### src/mcsm_pkg.sv
// ----------------------------------------------------------------------------
// mcsm_pkg
// shared types, constants and hash helpers for the code signature matcher
// ----------------------------------------------------------------------------
package mcsm_pkg;

    localparam int DATA_W = 32;
    localparam int WORDS  = 16;
    localparam int IDX_W  = 4;
    localparam int CFG_IDX_W = 3;

    localparam logic [IDX_W-1:0] LAST_IDX = IDX_W'(WORDS - 1);

    localparam logic [DATA_W-1:0] SIG_PRIME   = 32'hb503198f;
    localparam logic [DATA_W-1:0] MIX_MUL     = 32'h27d4eb2f;
    localparam logic [DATA_W-1:0] SUM_START   = 32'h5810d659;
    localparam logic [DATA_W-1:0] RET_WORD    = 32'h03e00008;
    localparam logic [DATA_W-1:0] UPPER_MASK  = 32'hffff0000;
    localparam logic [DATA_W-1:0] OPCODE_MASK = 32'hfc000000;
    localparam logic [DATA_W-1:0] MIX_XOR     = 32'd61;

    localparam logic [DATA_W-1:0] FIELD_MASK_RST = 32'h14880000;
    localparam logic [DATA_W-1:0] SIG_B_RST      = 32'h54d4eeaa;

    // configuration register indexes
    typedef enum logic [CFG_IDX_W-1:0] {
        CFG_FIELD_MASK  = 3'd0,
        CFG_SIG_B_VALUE = 3'd1,
        CFG_SIG_B_VALID = 3'd2,
        CFG_SIG_C_VALUE = 3'd3,
        CFG_SIG_C_VALID = 3'd4,
        CFG_PERMISSIVE  = 3'd5
    } t_cfg_idx;

    // per-word masking selector
    typedef enum logic [1:0] {
        MASK_WHOLE  = 2'd0,
        MASK_UPPER  = 2'd1,
        MASK_OPC_A  = 2'd2,
        MASK_OPC_B  = 2'd3
    } t_mask_sel;

    // result status
    typedef enum logic [1:0] {
        ST_MATCHED = 2'd0,
        ST_PATCHED = 2'd1,
        ST_CONT    = 2'd2,
        ST_STOP    = 2'd3
    } t_status;

    // operands handed to the shared multiplier
    typedef struct packed {
        logic [DATA_W-1:0] opa;
        logic [DATA_W-1:0] opb;
    } t_mul_req;

    // hash steps ahead of the multiply
    function automatic logic [DATA_W-1:0] pre_mix(input logic [DATA_W-1:0] x);
        logic [DATA_W-1:0] a;
        a = (x ^ MIX_XOR) ^ (x >> 16);
        a = a + (a << 3);
        a = a ^ (a >> 4);
        return a;
    endfunction

    // hash step after the multiply
    function automatic logic [DATA_W-1:0] post_mix(input logic [DATA_W-1:0] x);
        return x ^ (x >> 15);
    endfunction

endpackage

### src/mcsm_mul.sv
// ----------------------------------------------------------------------------
// mcsm_mul
// shared 32x32 multiplier, low half of the product registered
// ----------------------------------------------------------------------------
module mcsm_mul (
    input  logic                     i_clk,
    input  mcsm_pkg::t_mul_req       i_req,
    output logic [mcsm_pkg::DATA_W-1:0] o_prod
);
    import mcsm_pkg::*;

    logic [2*DATA_W-1:0] full_prod;
    logic [DATA_W-1:0]   r_prod;

    assign full_prod = {{DATA_W{1'b0}}, i_req.opa} * {{DATA_W{1'b0}}, i_req.opb};

    always_ff @(posedge i_clk) begin
        r_prod <= full_prod[DATA_W-1:0];
    end

    assign o_prod = r_prod;

endmodule

### src/masked_code_signature_matcher.sv
// ----------------------------------------------------------------------------
// masked_code_signature_matcher
// masked integer-hash signature over a group of instruction words
// ----------------------------------------------------------------------------
// Each item carries one 32-bit instruction word; a group is WORDS items in
// address order. The word is masked per its two field_mask bits, run through
// an integer hash, added to the running signature and multiplied by a prime.
// After the last word one item leaves with the signature in tdata and the
// status in tuser (matched, already patched, unmatched continue or stop).
// Each input item is accepted and pre-mixed, then makes two passes through
// the single shared 32x32 multiplier (hash multiply, then the prime
// multiply), and the product is then folded into the running sum.
// s_axis_tready is high only in the idle state, so a new word is taken only
// after the previous one is folded in. The result register frees the output
// side; a group end waits only if the previous result has not been taken yet.
// ----------------------------------------------------------------------------
module masked_code_signature_matcher (
    input  logic                              i_clk,
    input  logic                              i_rst_n,
    // input items
    input  logic                              s_axis_tvalid,
    output logic                              s_axis_tready,
    input  logic [mcsm_pkg::DATA_W-1:0]       s_axis_tdata,   // [31:0] code_word
    input  logic                              s_axis_tuser,   // [0] table_select
    // result items
    output logic                              m_axis_tvalid,
    input  logic                              m_axis_tready,
    output logic [mcsm_pkg::DATA_W-1:0]       m_axis_tdata,   // [31:0] signature
    output logic [1:0]                        m_axis_tuser,   // [1:0] status
    // configuration writes
    input  logic                              i_cfg_we,
    input  logic [mcsm_pkg::CFG_IDX_W-1:0]    i_cfg_idx,
    input  logic [mcsm_pkg::DATA_W-1:0]       i_cfg_data
);
    import mcsm_pkg::*;

    // sequencer states
    typedef enum logic [3:0] {
        S_IDLE = 4'b0001,   // waiting for a word
        S_MUL1 = 4'b0010,   // hash multiply in flight
        S_MUL2 = 4'b0100,   // prime multiply in flight
        S_DONE = 4'b1000    // fold product, emit at group end
    } t_state;

    // configuration registers
    logic [DATA_W-1:0] r_field_mask;
    logic [DATA_W-1:0] r_sig_b_value;
    logic              r_sig_b_valid;
    logic [DATA_W-1:0] r_sig_c_value;
    logic              r_sig_c_valid;
    logic              r_permissive;

    // group state
    t_state            r_state;
    logic [DATA_W-1:0] r_sum;
    logic [IDX_W-1:0]  r_idx;
    logic              r_first_ret;
    logic              r_patched;
    logic              r_sel;
    logic [DATA_W-1:0] r_opnd;

    // result register
    logic              r_out_valid;
    logic [DATA_W-1:0] r_out_sig;
    t_status           r_out_status;

    // datapath
    logic              in_accept;
    t_mask_sel         mask_sel;
    logic [DATA_W-1:0] masked_word;
    logic [DATA_W-1:0] mul_prod;
    logic [DATA_W-1:0] acc_sum;
    t_mul_req          mul_req;
    logic              is_last;
    logic              out_free;
    logic              matched;
    t_status           status;

    assign s_axis_tready = (r_state == S_IDLE);
    assign in_accept     = s_axis_tvalid && s_axis_tready;
    assign is_last       = (r_idx == LAST_IDX);
    assign out_free      = !r_out_valid || m_axis_tready;

    // word masking: two selector bits per word position
    assign mask_sel = t_mask_sel'(r_field_mask[{r_idx, 1'b0} +: 2]);

    always_comb begin
        unique case (mask_sel)
            MASK_WHOLE: masked_word = s_axis_tdata;
            MASK_UPPER: masked_word = s_axis_tdata & UPPER_MASK;
            MASK_OPC_A,
            MASK_OPC_B: masked_word = s_axis_tdata & OPCODE_MASK;
            default:    masked_word = s_axis_tdata;
        endcase
    end

    // running sum plus the finished word hash, ready for the prime multiply
    assign acc_sum = r_sum + post_mix(mul_prod);

    // operand selection for the shared multiplier
    always_comb begin
        unique case (r_state)
            S_IDLE: mul_req = '{opa: r_opnd,  opb: MIX_MUL};
            S_MUL1: mul_req = '{opa: r_opnd,  opb: MIX_MUL};
            S_MUL2: mul_req = '{opa: acc_sum, opb: SIG_PRIME};
            // times one keeps the final product while the group end waits
            S_DONE: mul_req = '{opa: mul_prod, opb: DATA_W'(1)};
            default: mul_req = '{opa: r_opnd, opb: MIX_MUL};
        endcase
    end

    mcsm_mul u_mul (
        .i_clk  (i_clk),
        .i_req  (mul_req),
        .o_prod (mul_prod)
    );

    // table compare on the final sum
    always_comb begin
        if (r_sel) begin
            matched = r_sig_c_valid && (mul_prod == r_sig_c_value);
        end else begin
            matched = r_sig_b_valid && (mul_prod == r_sig_b_value);
        end
        priority if (r_patched) begin
            status = ST_PATCHED;
        end else if (matched) begin
            status = ST_MATCHED;
        end else if (r_permissive) begin
            status = ST_CONT;
        end else begin
            status = ST_STOP;
        end
    end

    // configuration port
    always_ff @(posedge i_clk) begin
        if (!i_rst_n) begin
            r_field_mask  <= FIELD_MASK_RST;
            r_sig_b_value <= SIG_B_RST;
            r_sig_b_valid <= 1'b1;
            r_sig_c_value <= '0;
            r_sig_c_valid <= 1'b0;
            r_permissive  <= 1'b0;
        end else if (i_cfg_we) begin
            unique case (i_cfg_idx)
                CFG_FIELD_MASK:  r_field_mask  <= i_cfg_data;
                CFG_SIG_B_VALUE: r_sig_b_value <= i_cfg_data;
                CFG_SIG_B_VALID: r_sig_b_valid <= i_cfg_data[0];
                CFG_SIG_C_VALUE: r_sig_c_value <= i_cfg_data;
                CFG_SIG_C_VALID: r_sig_c_valid <= i_cfg_data[0];
                CFG_PERMISSIVE:  r_permissive  <= i_cfg_data[0];
                default: ;  // indexes past the list are ignored
            endcase
        end
    end

    // operand for the hash multiply, captured with the word
    always_ff @(posedge i_clk) begin
        if (in_accept) begin
            r_opnd <= pre_mix(masked_word);
            r_sel  <= s_axis_tuser;
        end
    end

    // sequencer and group state
    always_ff @(posedge i_clk) begin
        if (!i_rst_n) begin
            r_state     <= S_IDLE;
            r_sum       <= SUM_START;
            r_idx       <= '0;
            r_first_ret <= 1'b0;
            r_patched   <= 1'b0;
        end else begin
            unique case (r_state)
                S_IDLE: begin
                    if (in_accept) begin
                        // patch detection: return then nop at the group head
                        if (r_idx == '0) begin
                            r_first_ret <= (s_axis_tdata == RET_WORD);
                        end else if (r_idx == IDX_W'(1)) begin
                            r_patched <= r_first_ret && (s_axis_tdata == '0);
                        end
                        r_state <= S_MUL1;
                    end
                end
                S_MUL1: begin
                    r_state <= S_MUL2;
                end
                S_MUL2: begin
                    r_state <= S_DONE;
                end
                S_DONE: begin
                    if (!is_last) begin
                        r_sum   <= mul_prod;
                        r_idx   <= r_idx + IDX_W'(1);
                        r_state <= S_IDLE;
                    end else if (out_free) begin
                        // result taken into the output register, new group
                        r_sum       <= SUM_START;
                        r_idx       <= '0;
                        r_first_ret <= 1'b0;
                        r_patched   <= 1'b0;
                        r_state     <= S_IDLE;
                    end
                end
                default: r_state <= S_IDLE;
            endcase
        end
    end

    // output register; the product holds while the group end waits
    always_ff @(posedge i_clk) begin
        if (!i_rst_n) begin
            r_out_valid <= 1'b0;
        end else if ((r_state == S_DONE) && is_last && out_free) begin
            r_out_valid <= 1'b1;
        end else if (m_axis_tready) begin
            r_out_valid <= 1'b0;
        end
    end

    always_ff @(posedge i_clk) begin
        if ((r_state == S_DONE) && is_last && out_free) begin
            r_out_sig    <= mul_prod;
            r_out_status <= status;
        end
    end

    assign m_axis_tvalid = r_out_valid;
    assign m_axis_tdata  = r_out_sig;
    assign m_axis_tuser  = r_out_status;

`ifndef SYNTH
    // word position never leaves the group
    a_idx_range: assert property (@(posedge i_clk) disable iff (!i_rst_n)
        r_idx <= LAST_IDX)
        else $error("word index past group end");

    // an accepted word blocks the input until its hash is folded in
    a_busy_after_accept: assert property (@(posedge i_clk) disable iff (!i_rst_n)
        in_accept |=> !s_axis_tready ##1 !s_axis_tready ##1 !s_axis_tready)
        else $error("input ready while a word is in flight");

    // a result appears only from the last word of a group
    a_result_source: assert property (@(posedge i_clk) disable iff (!i_rst_n)
        $rose(m_axis_tvalid) |-> ($past(r_state) == S_DONE) && ($past(r_idx) == LAST_IDX))
        else $error("result without a finished group");

    // group state is back at its start values after a result is loaded
    a_group_restart: assert property (@(posedge i_clk) disable iff (!i_rst_n)
        (r_state == S_DONE) && is_last && out_free |=>
            (r_idx == '0) && (r_sum == SUM_START) && !r_patched)
        else $error("group state not restarted");
`endif

endmodule
### config.mk
export PLATFORM = sky130hd
export DESIGN_NAME = masked_code_signature_matcher
export DESIGN_NICKNAME = d
export VERILOG_FILES = /design/src/mcsm_pkg.sv /design/src/mcsm_mul.sv /design/src/masked_code_signature_matcher.sv
export SDC_FILE = /design/constraint.sdc
export NUM_CORES = 1
export LEC_CHECK = 0
export BUFFER_PORTS_ARGS = -buffer_cell sky130_fd_sc_hd__buf_4
export CAP_MARGIN = 20
export CORE_ASPECT_RATIO = 0.9
export CORE_MARGIN = 8
export CORE_UTILIZATION = 65
export DETAILED_ROUTE_END_ITERATION = 8
export GPL_TIMING_DRIVEN = 0
export PLACE_DENSITY = 0.83
export SETUP_SLACK_MARGIN = 0.02
export SLEW_MARGIN = 20
export SYNTH_ARGS = -nofsm -noshare
export SYNTH_HDL_FRONTEND = slang
export SYNTH_SLANG_ARGS = --single-unit
export TNS_END_PERCENT = 20
### constraint.sdc
create_clock -name i_clk -period 16.8 [get_ports i_clk]
set_clock_uncertainty 0.05 [all_clocks]
set_input_delay 1.68 -clock i_clk [delete_from_list [all_inputs] [get_ports i_clk]]
set_output_delay 1.68 -clock i_clk [all_outputs]
set_load 0.005 [all_outputs]
Word-level counts from Yosys, hierarchy flattened
Cells that the tools add are included.
W data, S select, Z words.
{"block": "totals", "reg_bits": 241, "inputBits": 73, "out_inout_bits": 36, "word_cells": 102}
{"block": "classes", "add_sub_neg": 3, "mul": 1, "n_eq_ne": 25, "n_shift": 1, "muxes": 24, "bitwise": 4, "n_reduce_logical": 26}
{"operator": "$pmux W64 S2", "n": 1}
{"operator": "$pmux W32 S3", "n": 1}
{"operator": "$add A32 B32 Y32", "n": 2}
{"operator": "$eq A32 B32 Y1", "n": 2}
{"operator": "$mux W32", "n": 2}
{"operator": "$eq A32 B26 Y1 const B", "n": 1}
{"operator": "$logic_not A32 Y1", "n": 1}
{"operator": "$mul A32 B32 Y32", "n": 1}
{"operator": "$shiftx A32 B6 Y2", "n": 1}
{"operator": "$xor A32 B16 Y32", "n": 1}
{"operator": "$xor A32 B17 Y32", "n": 1}
{"operator": "$xor A32 B28 Y32", "n": 1}
{"operator": "$mux W4", "n": 5}
{"operator": "$pmux W4 S4", "n": 1}
{"operator": "$reduce_and A2 Y1", "n": 8}
{"operator": "$mux W1", "n": 12}
{"operator": "$eq A4 B1 Y1 const B", "n": 2}
{"operator": "$eq A4 B4 Y1 const B", "n": 2}
{"operator": "$ne A2 B1 Y1 const B", "n": 4}
{"operator": "$eq A3 B2 Y1 const B", "n": 2}
{"operator": "$eq A3 B3 Y1 const B", "n": 2}
{"operator": "$logic_and A1 B1 Y1", "n": 6}
{"operator": "$ne A2 B2 Y1 const B", "n": 3}
{"operator": "$reduce_and A6 Y1", "n": 1}
{"operator": "17 further kinds", "n": 21}

Logic depth before layout (Yosys ltp)
{"block": "depth", "ltp_word": 8, "depth_mapped": 47, "mapped_depth_nobuf": 46}

Hierarchy
Synthesis repeated with hierarchy kept, for this count alone.
{"block": "hier_totals", "hier_cells": 3334, "area_unflattened_um2": 29655.9}
{"mod": "mcsm_mul", "n_inst": 1, "cells_per_inst": 1748, "area_each_um2": 16397.0, "seq_area_each_um2": 640.6}
{"mod": "masked_code_signature_matcher", "n_inst": 1, "cells_per_inst": 1586, "area_each_um2": 13259.0, "seq_area_each_um2": 4854.7}

Least setup slack after synthesis
No wires, ideal clock.
{"block": "synth_path", "path_type": "reg2reg", "start": "reg u_mul.r_prod[15] (netlist: u_mul.o_prod[15])", "end": "reg u_mul.r_prod[31] (netlist: u_mul.o_prod[31])", "setup_time_ns": 0.072, "t_arrival_ns": 9.770, "required_time_ns": 16.678, "setup_slack_ns": 6.908, "path_stages_with_launch": 46, "path_buffers": 1, "synth_period_minus_slack_ns": 9.892, "cell_sequence": "dfxtp_1 -> clkbuf_1 -> xor2_1 -> ha_1 -> fa_1 -> a211oi_2 -> o21bai_2 -> o211ai_1 -> a21boi_0 -> o21a_1 -> o21ai_0 -> a21boi_0 -> o21ai_0 -> a21boi_0 -> o21ai_0 -> a211oi_1 -> nor3_1 -> inv_1 -> [10 not listed] -> fa_1 -> inv_1 -> fa_1 -> inv_1 -> fa_1 -> inv_1 -> ha_1 -> o21ai_0 -> nand2b_1 -> or4b_2 -> a21oi_1 -> a41oi_1 -> o21ai_0 -> o21ai_0 -> nand2b_1 -> a21oi_1 -> xnor2_1 -> xnor2_1"}
{"block": "synth_via", "elab_chain_len": 4}
{"element": "start, declared", "line_no": "mcsm_mul.sv:13", "source": "logic [DATA_W-1:0] r_prod;"}
{"element": "start signal, assigned", "line_no": "mcsm_mul.sv:18", "source": "r_prod <= full_prod[DATA_W-1:0];"}
{"element": "$xor A32 B17 Y32", "line_no": "mcsm_pkg.sv:68", "source": "return x ^ (x >> 15);"}
{"element": "$add A32 B32 Y32", "line_no": "masked_code_signature_matcher.sv:98", "source": "assign acc_sum = r_sum + post_mix(mul_prod);"}
{"element": "$pmux W64 S2 *", "line_no": "masked_code_signature_matcher.sv:102", "source": "unique case (r_state)"}
{"element": "$mul A32 B32 Y32 *", "line_no": "mcsm_mul.sv:15", "source": "assign full_prod = {{DATA_W{1'b0}}, i_req.opa} * {{DATA_W{1'b0}}, i_req.opb};"}
{"element": "net u_mul.full_prod[31]", "line_no": "mcsm_mul.sv:12", "source": "logic [2*DATA_W-1:0] full_prod;"}
Mark *: on every way through the listed nets, which the timed path passes. The rest lies on a longest branch.
A chain may end at the register's enable or synchronous reset.

Final worst setup path
Ends and elaborated chain as after synthesis.

==> flow_metrics.py <==
metrics = {
    "setup_path": {
        "crit_fanout": 6,
        "worstPathArrival_ns": 13.36,
        "r2r_setup_slack_ns": 3.85,
        "r2r_start": "u_mul.o_prod[15]$_DFF_P_",
        "slowest_stage": "nor3_1",
        "reg2reg_to": "u_mul.o_prod[31]$_DFF_P_",
        "crit_type": "register to register",
        "reg2regPathDepth": 45,
        "startpoint": "u_mul.o_prod[15]$_DFF_P_",
        "cp-start-kind": "register",
        "cp_common_cell": "inv_1",
        "max_stage_delay_ns": 0.89,
        "required_ns": 17.21,
        "end_kind": "register",
    },
    "placed_design": {
        "place_inst": 3307,
        "io_buffers": 108,
        "gp_congestion": 0.992,
        "hpwl_mm": 64.0,
        "post-place-ws_ns": 4.10,
    },
    "sta": {
        "setup_slack_ns": 3.85,
        "rsz0062_at_grt": "no",
        "slew-limit-headroom_pct": 27.6,
        "post-route-period-util_pct": 77.1,
        "holdWs_ns": 0.386,
        "drv_slew": 0,
        "fmax_mhz": 77.2,
        "finalSetupViolations": 0,
        "hold_viol": 0,
        "fin_setup_tns_ns": 0,
        "min_period_ns": 12.95,
        "worst-slew-pin-transition_ns": 1.08,
    },
    "hold_path": {
        "hold_class": "register to register",
        "holdPathEnd": "m_axis_tdata[8]$_DFFE_PP_",
        "hp-start": "u_mul.o_prod[8]$_DFF_P_",
        "min_delay_path_depth": 0,
    },
    "synthesis": {
        "synth_fp_nets": 3364,
        "synthFlopType": "dfxtp_1",
        "ys_seq_area_share_pct": 21.8,
        "ys_seq_elements": 241,
        "mappedNetlistArea_sq_um": 25200,
        "async_flop_share_pct": 0,
        "synthCells": 2704,
        "ys_types": 76,
        "synth_enable_flop_cells": 67,
        "synth.yosys.warnings": 0,
        "synth_area_per_cell_sq_um": 9.32,
    },
    "cells_and_area": {
        "drive_above_1_share_pct": 6.60,
        "layout.nets": 3505,
        "mostFrequentLayoutCell": "inv_1",
        "syn_to_final_growth_pct": 9.28,
        "final_cell_mix": "inv_1, nand2_1, fa_1",
        "stdcell_count": 3356,
    },
    "grt": {
        "antenna_found_initial": 0,
        "gr-total-overflow": 0,
        "grt_max_degree": 35,
        "gr-usage-all-layers_pct": 34.3,
        "grt_pass1_vias": 20800,
        "grt_pass1_wl_mm": 119,
    },
    "die": {
        "dieArea_sq_um": 45300,
        "fp.dieH_um": 203,
        "die_w_um": 224,
        "coreArea_sq_um": 38300,
        "rows": 68,
        "io_pins": 109,
        "start_util_pct": 65.8,
    },
    "clocking": {
        "clk_path_buf_depth": 3,
        "ctsHoldBuffers": 0,
        "cts_buffers": 26,
        "htree_num_levels": 1,
        "clk_pin_slew_worst_paths_ns": 0.06,
        "cts_tree": "built",
        "post_cts_buffers": 0,
        "clock_latency_ns": 0.57,
        "cts_resized": 0,
        "cts_sinks": 241,
        "clock-root-buffer": "clkbuf_16",
    },
    "run_status": {
        "status": "finished, final reports clean",
    },
    "drt": {
        "detail-route-antenna-nets": 0,
        "vias": 19900,
        "drtIter0Drc": 1759,
        "post_drt_wl_per_cell_um": 23.0,
        "drc_errors": 0,
        "viasPerCell": 5.93,
        "drt-total-wl_mm": 77.2,
        "first_pass_iters": 6,
    },
    "job": {
        "cap_violations": 0,
    },
}
worst max path at each step:
stage,endpoint,cells after the start,slack (ns)
6_report,u_mul.o_prod[31]$_DFF_P_,45,3.85
3_5_place_dp,u_mul.o_prod[31]$_DFF_P_,45,4.10
5_1_grt,u_mul.o_prod[31]$_DFF_P_,45,3.43
2_1_floorplan,u_mul.o_prod[31]$_DFF_P_,45,6.91
4_1_cts,u_mul.o_prod[31]$_DFF_P_,45,4.02
3_3_place_gp,u_mul.o_prod[31]$_DFF_P_,45,4.23
critical path: cells and delay by family, from the launching register on:
kind	cells	cell delay [ns]
adders and majority gates	11	5.02
buffers and inverters	10	1.27
xor gates and xnor gates	3	0.53
AOI/OAI and AO/OA	17	3.87
and+or+nand+nor	4	1.73
DFF	1	0.34
metal layers:
layer  up-vias  global-route usage, %  part of all wire (%)
li1       8942                      -                     -
met1      9738                   43.8                    40
met2       990                   56.5                    46
met3       219                   6.87                   9.1
met4         0                   14.8                   5.0
met5         -                      0                     0
synth_stat cells, types with 5 or more instances:
cell      instances  share of area [%]
nand3b_1          5               0.15
and3_1            6               0.15
nor2b_1          19               0.47
dfxtp_1         174                 14
inv_1           521                7.8
nand3_1          48               0.95
a22oi_1          19               0.57
o211ai_1          7               0.21
xnor2_1         138                4.8
nor3_1           19               0.38
nand2_1         317                4.7
xor2_1          105                3.6
a31oi_1           7               0.17
nand2b_1         14               0.35
a21oi_1         152                3.0
mux4_2            9               0.80
a21boi_0         16               0.48
a211oi_1         14               0.42
o21a_1           17               0.51
ha_1            278                 14
o21bai_1         15               0.45
nand4_1          19               0.47
fa_1            309                 25
a21o_1           35                1.0
nor4_1           18               0.45
and2_1           34               0.84
a211o_1           5               0.17
o22ai_1          15               0.37
o21ai_0          49               0.97
edfxtp_1         67                8.0
nor2_1           77                1.1
clkbuf_1         91                1.4
cell type report:
type / count / area [sq um]
multi-input cells: 1844 / 17400
fillers: 2909 / 10800
flip-flops and latches: 241 / 5500
inverters: 522 / 1960
repair buffers: 113 / 852
clock buffers: 32 / 683
well taps: 490 / 613
plain buffers: 97 / 367
clock inverters: 16 / 170
diodes: 1 / 2.50
registers in the layout, indices dropped and copies added (netlist names):
name / cells
r_field_mask: 32
r_patched: 1
r_sig_b_value: 32
m_axis_tdata: 32
r_sig_b_valid: 1
r_first_ret: 1
r_state: 4
r_sel: 1
u_mul.o_prod: 32
r_opnd: 32
m_axis_tvalid: 1
r_sum: 32
r_idx: 4
m_axis_tuser: 2
r_permissive: 1
r_sig_c_value: 32
r_sig_c_valid: 1
cell families (layout without fill, tap and decap cells):
| group | after synthesis | in the layout | share of synthesized area (%) |
|---|---|---|---|
| buf+inv | 619 | 780 | 9.23 |
| simple gates | 604 | 604 | 11.0 |
| compound gates | 392 | 392 | 9.95 |
| fa+ha+maj | 587 | 587 | 38.4 |
| xor+xnor | 245 | 245 | 8.63 |
| flops | 241 | 241 | 21.8 |
| other cells | 2 | 3 | 0.0298 |
| mux | 14 | 14 | 1.01 |
through the flow:
| stage | utilization [%] | instance area (sq um) |
|---|---|---|
| floorplan | - | 25200 |
| global placement | 69.5 | 26600 |
| detailed placement | 69.7 | 26700 |
| CTS | 71.9 | 27500 |
| global route | 71.9 | 27500 |
| finish | 71.9 | 27500 |
Power is not shown: default switching activity piles up to over one toggle a cycle in this logic, so the estimate is an artifact.
